--- config.mk ---
export PLATFORM = sky130hd
export DESIGN_NAME = pll_cell
export DESIGN_NICKNAME = d
export VERILOG_FILES = /design/src/rtl/pll_pkg.sv /design/src/rtl/pll_cell.sv
export SDC_FILE = /design/constraint.sdc
export NUM_CORES = 1
export LEC_CHECK = 0
export BUFFER_PORTS_ARGS = -buffer_cell sky130_fd_sc_hd__buf_2
export CAP_MARGIN = 30
export CORE_ASPECT_RATIO = 1.25
export CORE_UTILIZATION = 35
export DETAILED_ROUTE_END_ITERATION = 8
export HOLD_SLACK_MARGIN = 0.15
export PLACE_DENSITY = 0.81
export SYNTH_ARGS = -nofsm -noshare
export SYNTH_HDL_FRONTEND = slang
export SYNTH_SLANG_ARGS = --single-unit
--- constraint.sdc ---
create_clock -name clk -period 3.6 [get_ports clk]
set_input_delay 0.54 -clock clk [delete_from_list [all_inputs] [get_ports clk]]
set_output_delay 0.54 -clock clk [all_outputs]
set_load 0.02 [all_outputs]
--- src/rtl/pll_pkg.sv ---
// Package for the positional list unit: field widths, request kinds,
// status codes and the command word broadcast to the cell row.
// No dependencies.
`timescale 1ns / 1ps

package pll_pkg;

    localparam int DATA_W = 32;
    localparam int IDX_W  = 8;
    localparam int KIND_W = 3;
    localparam int ST_W   = 2;

    localparam logic [KIND_W-1:0] KIND_READ   = 3'd0;
    localparam logic [KIND_W-1:0] KIND_HEAD   = 3'd1;
    localparam logic [KIND_W-1:0] KIND_TAIL   = 3'd2;
    localparam logic [KIND_W-1:0] KIND_INSERT = 3'd3;
    localparam logic [KIND_W-1:0] KIND_DELETE = 3'd4;

    localparam logic [ST_W-1:0] ST_DONE    = 2'd0;
    localparam logic [ST_W-1:0] ST_INVALID = 2'd1;
    localparam logic [ST_W-1:0] ST_FULL    = 2'd2;

    localparam logic [1:0] OP_HOLD   = 2'd0;
    localparam logic [1:0] OP_INSERT = 2'd1;
    localparam logic [1:0] OP_DELETE = 2'd2;

    typedef struct packed {
        logic [1:0]        op;
        logic [IDX_W-1:0]  pos;
        logic [DATA_W-1:0] data;
    } cell_cmd_t;

endpackage

--- src/rtl/pll_cell.sv ---
// One list cell: holds one entry and shifts from its neighbors on insert/delete.
// Depends on pll_pkg.
`timescale 1ns / 1ps

module pll_cell
    import pll_pkg::*;
(
    input  logic              clk,
    input  cell_cmd_t         cmd,
    input  logic [IDX_W-1:0]  pos_id,
    input  logic [DATA_W-1:0] left_data,
    input  logic [DATA_W-1:0] right_data,
    output logic [DATA_W-1:0] data,
    output logic [DATA_W-1:0] rd_data
);

    logic [DATA_W-1:0] data_reg;
    logic [DATA_W-1:0] data_next;

    always_comb
    begin
        data_next = data_reg;
        case (cmd.op)
            OP_INSERT:
            begin
                if (pos_id > cmd.pos)
                begin
                    data_next = left_data;
                end
                else if (pos_id == cmd.pos)
                begin
                    data_next = cmd.data;
                end
            end
            OP_DELETE:
            begin
                if (pos_id >= cmd.pos)
                begin
                    data_next = right_data;
                end
            end
            default:
            begin
                data_next = data_reg;
            end
        endcase
    end

    always_ff @(posedge clk)
    begin
        data_reg <= data_next;
    end

    assign data    = data_reg;
    assign rd_data = (pos_id == cmd.pos) ? data_reg : '0;

endmodule

; ---- Word-level counts from Yosys, hierarchy flattened
; Index checks and enable logic that the tools add are counted.
[word_totals]
latchBits = 0
input_bits = 115
output_inout_bits = 64
romBits = 0
mem_count = 0
register_bits = 32
ram_bits = 0
wordCells = 15
[op_classes]
n_mul = 0
addsub = 0
bitwise_logic = 0
magnitude_cmp = 2
div = 0
n_eq_ne = 5
reduce_logical = 2
n_mux = 5
shifts = 0
[ops]
columns = op, n
row1 = $mux W32, 4
row2 = $pmux W32 S2, 1
row3 = $eq A8 B8 Y1, 1
row4 = $ge A8 B8 Y1, 1
row5 = $gt A8 B8 Y1, 1
row6 = $ne A3 B3 Y1 const B, 1
row7 = $reduce_and A3 Y1, 1
row8 = $eq A2 B1 Y1 const B, 1
row9 = $eq A2 B2 Y1 const B, 1
row10 = $ne A2 B2 Y1 const B, 1
row11 = $reduce_bool A2 Y1, 1

; ---- Logic depth before layout (Yosys ltp)
; Gate-level depths: netlist of the first run.
[logic_depth]
ltp_word = 4
depth_mapped = 9
ltp_nobuf = 7

; ---- Worst setup path before layout of the first run
; OpenSTA, ideal clock, no wires.
[synth_timing]
kind = in2reg
start = in cmd[39] in the netlist's numbering
end = reg data_reg[0] (netlist: data[0]), enable pin
arrival_ns = 2.672
t_required_ns = 3.179
setup_ns = 0.421
setup_slack_ns = 0.507
path_stages = 6
path_buffers = 0
cell_sequence = inv_1 -> ha_1 -> nand4_2 -> nor2_2 -> nor4_1 -> nor2_1
[synth_between]
elab_chain_len = 3
word_cells_on_any_way = 6
classes_between = order compare (2) / eq/ne (3) / reduce/logical (1)
[synth_rtl]
columns = element, line
row1 = start: declaration, pll_cell.sv:9  ; input cell_cmd_t cmd,
row2 = $gt A8 B8 Y1 (tied with other cells), pll_cell.sv:26  ; if (pos_id > cmd.pos)
row3 = $ne A3 B3 Y1 (no source line) / $ne A2 B2 Y1 (equally long branches), n/a
row4 = $reduce_and A3 Y1 (no source line) (*), n/a
row5 = end signal: assignment, pll_cell.sv:51  ; data_reg <= data_next;
row6 = end: declaration, pll_cell.sv:17  ; logic [DATA_W-1:0] data_reg;
; Every way passes the cells marked *; elsewhere a longest branch is shown, timed or not.
; A chain may end at the register's enable or synchronous reset.

; ---- Worst setup path in the final report of the first run
[layout_timing]
start = in cmd[39] in the netlist's numbering
end = out rd_data[25]
[layout_between]
elab_chain_len = 2
[layout_rtl]
columns = element, line
row1 = $eq A8 B8 Y1, pll_cell.sv:55  ; assign rd_data = (pos_id == cmd.pos) ? data_reg : '0;
row2 = $mux W32, pll_cell.sv:55
row3 = end: declaration, pll_cell.sv:14  ; output logic [DATA_W-1:0] rd_data
; No other way between the ends.

==> results_dict.tcl, run 1 <==
set metrics [dict create \
    ys.flop_type "edfxtp_1" \
    cts_max_level 2 \
    place_congestion 0.814 \
    largest_register_ffs 32 \
    grt.overflow.total 0 \
    fp.coreArea_um2 6980 \
    swShare_pct 31.9 \
    final_max_slew_viol_count 0 \
    pwr-share-comb_pct 33.2 \
    power_per_cell_area_nw_per_um2 358 \
    drt_iter0_markers 74 \
    synth_compound_area_share_pct 17.2 \
    drive_gt1_share_pct 53.6 \
    ys_ff_latch 32 \
    syn_inst 252 \
    crit_type "input pin to output pin" \
    post-route-min-period_ns 2.54 \
    async_flop_share_pct 0 \
    cts_resized 0 \
    hold_path.class "input pin to flop" \
    pre_cts_slack_ns 1.03 \
    via_per_inst 5.00 \
    drc 0 \
    intPower_w 0.000876 \
    synth_top_area_share_pct 37.9 \
    chipWidth_um 78.1 \
    yosysTopAreaCell "edfxtp_1" \
    grt_pass1_vias 2405 \
    synth_common_cells "33 x and2_1, 33 x nand2_1, 32 x edfxtp_1, 32 x nand2b_1, 32 x nand4b_1" \
    io_pins 179 \
    fin_nets 544 \
    drtAntennaViolNets 0 \
    synthMuxAreaShare_pct 0 \
    initial_core_util_pct 36.3 \
    worstMarginPinSlew_ns 0.879 \
    worst_slack_ns 1.06 \
    p_switching_w 0.000411 \
    arrival_ns 2.00 \
    max_freq_mhz 394 \
    cts_root_buf "clkbuf_8" \
    cts_tree "built" \
    leakagePower_nw 1.75 \
    dieArea_um2 7580 \
    p_clk_share_pct 25.3 \
    routedWlPerCell_um 13.5 \
    num_antenna_cells 0 \
    finalCritPeriodShare_pct 70.5 \
    clkTransAtPathRegs_ns 0.07 \
    synthToLayoutAreaGrowth_pct 41.8 \
    setup_viol 0 \
    ys_seq_area_share_pct 37.9 \
    ys_types 20 \
    synth_top_family_by_area "simple AND/OR/NAND/NOR gates" \
    cp_cell_sequence "buf_2, inv_1, ha_1, nand4_2, nor2_2, buf_4, and2_1, buf_2" \
    yosys.area_share.simple_pct 33.8 \
    vias 2549 \
    critPathMaxStageDelay_ns 0.31 \
    synth_adder_area_share_pct 4.94 \
    dp_hpwl_um 5280 \
    synth_edf_count 32 \
    hold_violations 0 \
    cts_setup_buffers 0 \
    slew_headroom_pct 41.2 \
    cts_buffers 5 \
    clock-sinks 32 \
    cts.path.max_buffers 2 \
    postCtsHoldBufs 0 \
    outcome "completed" \
    cp.required_ns 3.06 \
    cp_slowest_cell "ha_1" \
    io_buffer_count 178 \
    cp-end-kind "output pin" \
    postSynthAreaPerCell_um2 10.0 \
    netlist_area_um2 2530 \
    antenna_found_initial 0 \
    pwr-share-seq_pct 41.5 \
    grt_max_degree 97 \
    die_h_um 97.1 \
    cpMostUsedCell "buf_2" \
    crit_fanout 32 \
    grt_first_pass_wirelength_um 10700 \
    final_core_util_pct 51.5 \
    drv_cap 0 \
    rsz0062_at_grt "no" \
    fin_setup_tns_ns 0 \
    synthXorXnorAreaFrac_pct 0 \
    grt_util_all_layers_pct 17.8 \
    fillers 661 \
    cp-start-kind "input pin" \
    rows 34 \
    peakVddDrop_mv 0.251 \
    synthesis.nets 377 \
    p_total_w 0.00129 \
    wirelength_um 6890 \
    dr.pass1.iters 5 \
    synth.area.top_cells "edfxtp_1 38%, o211ai_2 15%, nand4b_1 11%" \
    yosysWarningCount 0 \
]
power groups by stage:
stage	combinational (W)	sequential [W]	clock, W
after CTS	0.000433	0.000534	0.000337
final	0.000427	0.000534	0.000326
after detailed placement	0.000432	0.000542	0
after floorplan	0.000185	0.000624	0
after global placement	0.000422	0.000540	0
after global routing	0.000465	0.000541	0.000347
cell usage in the layout (no fill, tap or decap), types with 2 or more instances in the layout:
master	count
and2_1	32
edfxtp_1	32
ha_1	9
buf_2	178
nand4b_1	32
clkbuf_8	5
o211ai_2	30
o211ai_1	3
clkinv_1	2
a21oi_1	4
inv_1	10
buf_4	4
nand2b_1	32
nand2_1	33
per-layer routing:
metal	routed length (um)	global-route usage, %	share of wire [%]	vias up
li1	-	-	-	1245
met1	2530	18.5	37	1155
met2	3670	32.9	53	129
met3	479	4.41	7.0	20
met4	210	8.26	3.0	0
met5	0	0	0	-
worst max-delay path: cells and delay by family:
| kind | cells | cell delay (ns) |
|---|---|---|
| buffers and inverters | 4 | 0.56 |
| adders and majority gates | 1 | 0.31 |
| and+or+nand+nor | 3 | 0.56 |
area by class of cell:
class	count	area [um2]	area share, %
Sequential cell	32	961	26.8
Timing Repair Buffer	183	941	26.2
Multi-Input combinational cell	187	1430	39.9
Clock buffer	5	68.8	1.92
Inverter	10	37.5	1.05
Tap cell	90	113	3.14
Clock inverter	3	37.5	1.05
worst paths after layout:
path                  cells past startpoint           to            from
worst max-delay path                      8  rd_data[25]         cmd[39]
worst min-delay path                      3     data[26]  right_data[26]
per-stage QoR:
stage	std cells	hold slack, ns	area, um2
2_1_floorplan	252	0.746	2530
3_3_place_gp	502	0.839	3480
3_5_place_dp	502	0.843	3480
4_1_cts	510	0.547	3590
5_1_grt	510	0.549	3590
6_report	510	0.555	3590
cell families (layout without fill, tap and decap cells):
logic type	count (synthesis)	in the layout
AO/OA/AOI/OAI	40	40
adder cells (fa/ha/maj)	10	10
buffers and inverters	33	201
flip-flops	32	32
AND/OR/NAND/NOR	137	137
Note: power is estimated with default switching activity, not from simulation.
==> run 2: changes to the inputs <==
==> constraint.sdc (replaced) <==
create_clock -name clk -period 2.6 [get_ports clk]
set_input_delay 0.39 -clock clk [delete_from_list [all_inputs] [get_ports clk]]
set_output_delay 0.39 -clock clk [all_outputs]
set_load 0.02 [all_outputs]
==> results_dict.tcl, run 2 (same netlist as run 1, synthesis figures left out) <==
set metrics [dict create \
    critPathMaxStageDelay_ns 0.31 \
    io_pins 179 \
    vias 2533 \
    cts_max_level 2 \
    drive_gt1_share_pct 53.8 \
    cp.required_ns 2.21 \
    cp_cell_sequence "buf_2, inv_1, ha_1, nand4_2, nor2_2, buf_4, and2_1, buf_2" \
    hold_depth 3 \
    cpMostUsedCell "buf_2" \
    rsz0062_at_grt "no" \
    dr.pass1.iters 4 \
    crit_fanout 32 \
    cts_tree "built" \
    dieArea_um2 7580 \
    hold_violations 0 \
    layoutNonFillerInstCount 510 \
    max_freq_mhz 453 \
    post-place-cells 503 \
    slew_headroom_pct 41.0 \
    grt_max_degree 97 \
    dp_hpwl_um 5280 \
    fin_nets 545 \
    setup_viol 0 \
    worstMarginPinSlew_ns 0.882 \
    grt.overflow.total 0 \
    hold_path.class "input pin to flop" \
    postCtsHoldBufs 0 \
    final_cell_mix "178 x buf_2, 33 x nand2_1" \
    arrival_ns 1.82 \
    drtAntennaViolNets 0 \
    peakVddDrop_mv 0.202 \
    power_per_cell_area_nw_per_um2 472 \
    fp.coreArea_um2 6980 \
    rows 34 \
    grt_pass1_vias 2454 \
    grt_util_all_layers_pct 18.6 \
    stdcell_area_um2 3560 \
    chipWidth_um 78.1 \
    layout.cells.most_common "buf_2" \
    grt_first_pass_wirelength_um 11200 \
    outcome "completed" \
    synthToLayoutAreaGrowth_pct 40.5 \
    antenna_found_initial 0 \
    via_per_inst 4.97 \
    io_buffer_count 178 \
    finalCritPeriodShare_pct 85.0 \
    die_h_um 97.1 \
    cts_resized 0 \
    post-route-min-period_ns 2.21 \
    largest_register_ffs 32 \
    placed_area_um2 3480 \
    drv_cap 0 \
    drt_iter0_markers 82 \
    leakagePower_nw 1.74 \
    wirelength_um 7010 \
    place_congestion 0.803 \
    final_core_util_pct 51.0 \
    cts_buffers 5 \
    num_antenna_cells 0 \
    cts_setup_buffers 0 \
    crit_type "input pin to output pin" \
    cp_slowest_cell "ha_1" \
    cts.path.max_buffers 2 \
    final_max_slew_viol_count 0 \
    clkTransAtPathRegs_ns 0.06 \
    clock-sinks 32 \
    initial_core_util_pct 36.3 \
    drc 0 \
    cp-end-kind "output pin" \
    cp-start-kind "input pin" \
    routedWlPerCell_um 13.7 \
    fin_setup_tns_ns 0 \
    cts_root_buf "clkbuf_8" \
]
## run 2: cell count changes in the layout (fill, tap and decap cells not counted)
cell	change
buf_4	+2
clkinv_1	-2
buf_12	-1
bufinv_16	-1
clkbuf_1	+1
clkinv_2	+1
## run 2: worst paths after layout
check | startpoint | endpoint | slack [ns]
worst min-delay path | right_data[30] | data[30] | 0.41
worst max-delay path | cmd[39] | rd_data[19] | 0.39
## run 2: worst max-delay path, delay by kind of cell
family | cells | cell delay (ns)
fa+ha+maj | 1 | 0.31
buf+inv | 4 | 0.56
simple gates | 3 | 0.53
## run 2: through the flow
step                hold slack, ns  power [W]  worst slack, ns
floorplan                    0.596    0.00112            0.183
global placement             0.685    0.00133            0.290
detailed placement           0.693    0.00135            0.215
CTS                          0.401    0.00170            0.364
global route                 0.406    0.00177            0.254
finish                       0.408    0.00168            0.390
## run 2: area by class of cell
cell class	instances	area, um2
clock buffer	6	72.6
clock inverter	1	5.00
inverter	10	37.5
sequential	32	961
tap	90	113
fill	659	3420
multi-input combinational	187	1430
timing repair buffer	184	936
## run 2: per-layer routing
layer  global-route usage, %  share of wire, %  vias up
met1                    20.1                37     1171
met4                    6.13               2.1        0
met2                    35.8                55      105
met5                       0                 0        -
met3                    3.10               5.6       14
li1                        -                 -     1243
## run 2: power by group
group / switching [W] / leakage, nW / internal, W / total (W)
Combinational: 0.000354 / 1.40 / 0.000238 / 0.000592
Clock: 0.000166 / 0.0410 / 0.000182 / 0.000348
Sequential: 0.0000454 / 0.302 / 0.000694 / 0.000740
==> run 3: changes to the inputs <==
--- a/config.mk
+++ b/config.mk
@@ -11,7 +11,7 @@
 export CORE_UTILIZATION = 35
 export DETAILED_ROUTE_END_ITERATION = 8
 export HOLD_SLACK_MARGIN = 0.15
-export PLACE_DENSITY = 0.81
+export PLACE_DENSITY = 0.84
 export SYNTH_ARGS = -nofsm -noshare
 export SYNTH_HDL_FRONTEND = slang
 export SYNTH_SLANG_ARGS = --single-unit
==> constraint.sdc (replaced) <==
create_clock -name clk -period 2 [get_ports clk]
set_input_delay 0.3 -clock clk [delete_from_list [all_inputs] [get_ports clk]]
set_output_delay 0.3 -clock clk [all_outputs]
set_load 0.02 [all_outputs]
==> results_dict.tcl, run 3 (same netlist as run 1, synthesis figures left out) <==
set metrics [dict create \
    num_antenna_cells 0 \
    grt.overflow.total 0 \
    drc 0 \
    place_congestion 0.799 \
    chipWidth_um 78.1 \
    grt_max_degree 52 \
    dp_hpwl_um 5580 \
    layout.cells.most_common "buf_2" \
    leakagePower_nw 1.82 \
    grt_pass1_vias 2409 \
    cts_buffers 5 \
    drv_cap 0 \
    setup_viol 0 \
    drive_gt1_share_pct 54.7 \
    cp-end-kind "output pin" \
    worstMarginPinSlew_ns 0.360 \
    cp_slowest_cell "ha_1" \
    vias 2532 \
    drt_iter0_markers 73 \
    final_core_util_pct 53.3 \
    via_per_inst 4.87 \
    io_pins 179 \
    crit_fanout 13 \
    arrival_ns 1.61 \
    cp.required_ns 1.70 \
    fin_setup_tns_ns 0 \
    hold_violations 0 \
    cts_root_buf "clkbuf_8" \
    placed_area_um2 3590 \
    routedWlPerCell_um 13.4 \
    cts_tree "built" \
    cts.path.max_buffers 2 \
    cts_max_level 2 \
    hold_path.class "input pin to flop" \
    dr.pass1.iters 4 \
    fp.coreArea_um2 6980 \
    grt_first_pass_wirelength_um 11000 \
    crit_start "cmd[35]" \
    critPathMaxStageDelay_ns 0.31 \
    fillers 667 \
    dieArea_um2 7580 \
    io_buffer_count 178 \
    cpMostUsedCell "buf_2" \
    initial_core_util_pct 36.3 \
    rows 34 \
    hp-start "right_data[30]" \
    final_cell_mix "178 x buf_2, 33 x nand2_1" \
    final_max_slew_viol_count 0 \
    power_per_cell_area_nw_per_um2 638 \
    grt_util_all_layers_pct 18.2 \
    wirelength_um 6980 \
    rsz0062_at_grt "no" \
    clock-sinks 32 \
    stdcell_area_um2 3720 \
    finalCritPeriodShare_pct 95.6 \
    synthToLayoutAreaGrowth_pct 46.7 \
    postCtsHoldBufs 0 \
    cp-start-kind "input pin" \
    outcome "completed" \
    crit_type "input pin to output pin" \
    largest_register_ffs 32 \
    antenna_found_initial 0 \
    slew_headroom_pct 76.0 \
    cp_cell_sequence "buf_2, inv_1, ha_1, nand4_1, nor2_4, buf_6, and2_1, buf_2" \
    clkTransAtPathRegs_ns 0.06 \
    peakVddDrop_mv 0.312 \
    post-route-min-period_ns 1.91 \
    fin_nets 554 \
    drtAntennaViolNets 0 \
    max_freq_mhz 523 \
    die_h_um 97.1 \
]
run 3: per-stage QoR:
| step | total power (W) | cells | setup slack, ns | hold slack [ns] |
|---|---|---|---|---|
| after floorplan | 0.00146 | 252 | 0.0120 | 0.506 |
| after detailed placement | 0.00180 | 511 | -0.0716 | 0.601 |
| after CTS | 0.00240 | 519 | 0.0267 | 0.302 |
| after global placement | 0.00177 | 511 | 0.00281 | 0.595 |
| after global routing | 0.00250 | 520 | 0.00332 | 0.313 |
| final | 0.00237 | 520 | 0.0887 | 0.320 |
run 3: final timing paths:
check / end / slack [ns] / cells after the start
min: data[30] / 0.32 / 3
max: rd_data[27] / 0.09 / 8
run 3: routing by layer:
layer / vias up / part of all wire (%) / global-route usage, %
met5: - / 0 / 0
met4: 0 / 1.4 / 6.55
met3: 6 / 5.9 / 3.47
met2: 108 / 54 / 32.9
met1: 1154 / 39 / 21.1
li1: 1264 / - / -
run 3: final cells by class:
type	count	area, um2	area share, %
multi-input combinational	187	1440	38.7
timing repair buffer	193	1060	28.6
tap	90	113	3.03
sequential	32	961	25.9
clock buffer	5	68.8	1.85
clock inverter	3	37.5	1.01
inverter	10	37.5	1.01
run 3: report_power, final:
part	switching, W	leakage, nW	total (W)	internal (W)
Clock	0.000232	0.0532	0.000595	0.000363
Sequential	0.0000550	0.302	0.000955	0.000900
Combinational	0.000469	1.46	0.000821	0.000352
Total	0.000756	1.82	0.00237	0.00161
run 3: what timing repair did:
item / in CTS / in global routing
resized for setup: 0 / 3
setup buffers: 0 / 1
hold endpoints to repair: 0 / 0
setup endpoints to repair: 0 / 32
run 3: worst max-delay path: cells and delay by family:
family                   cells  cell delay (ns)
adder cells (fa/ha/maj)      1             0.31
buffers and inverters        4             0.44
AND/OR/NAND/NOR              3             0.54
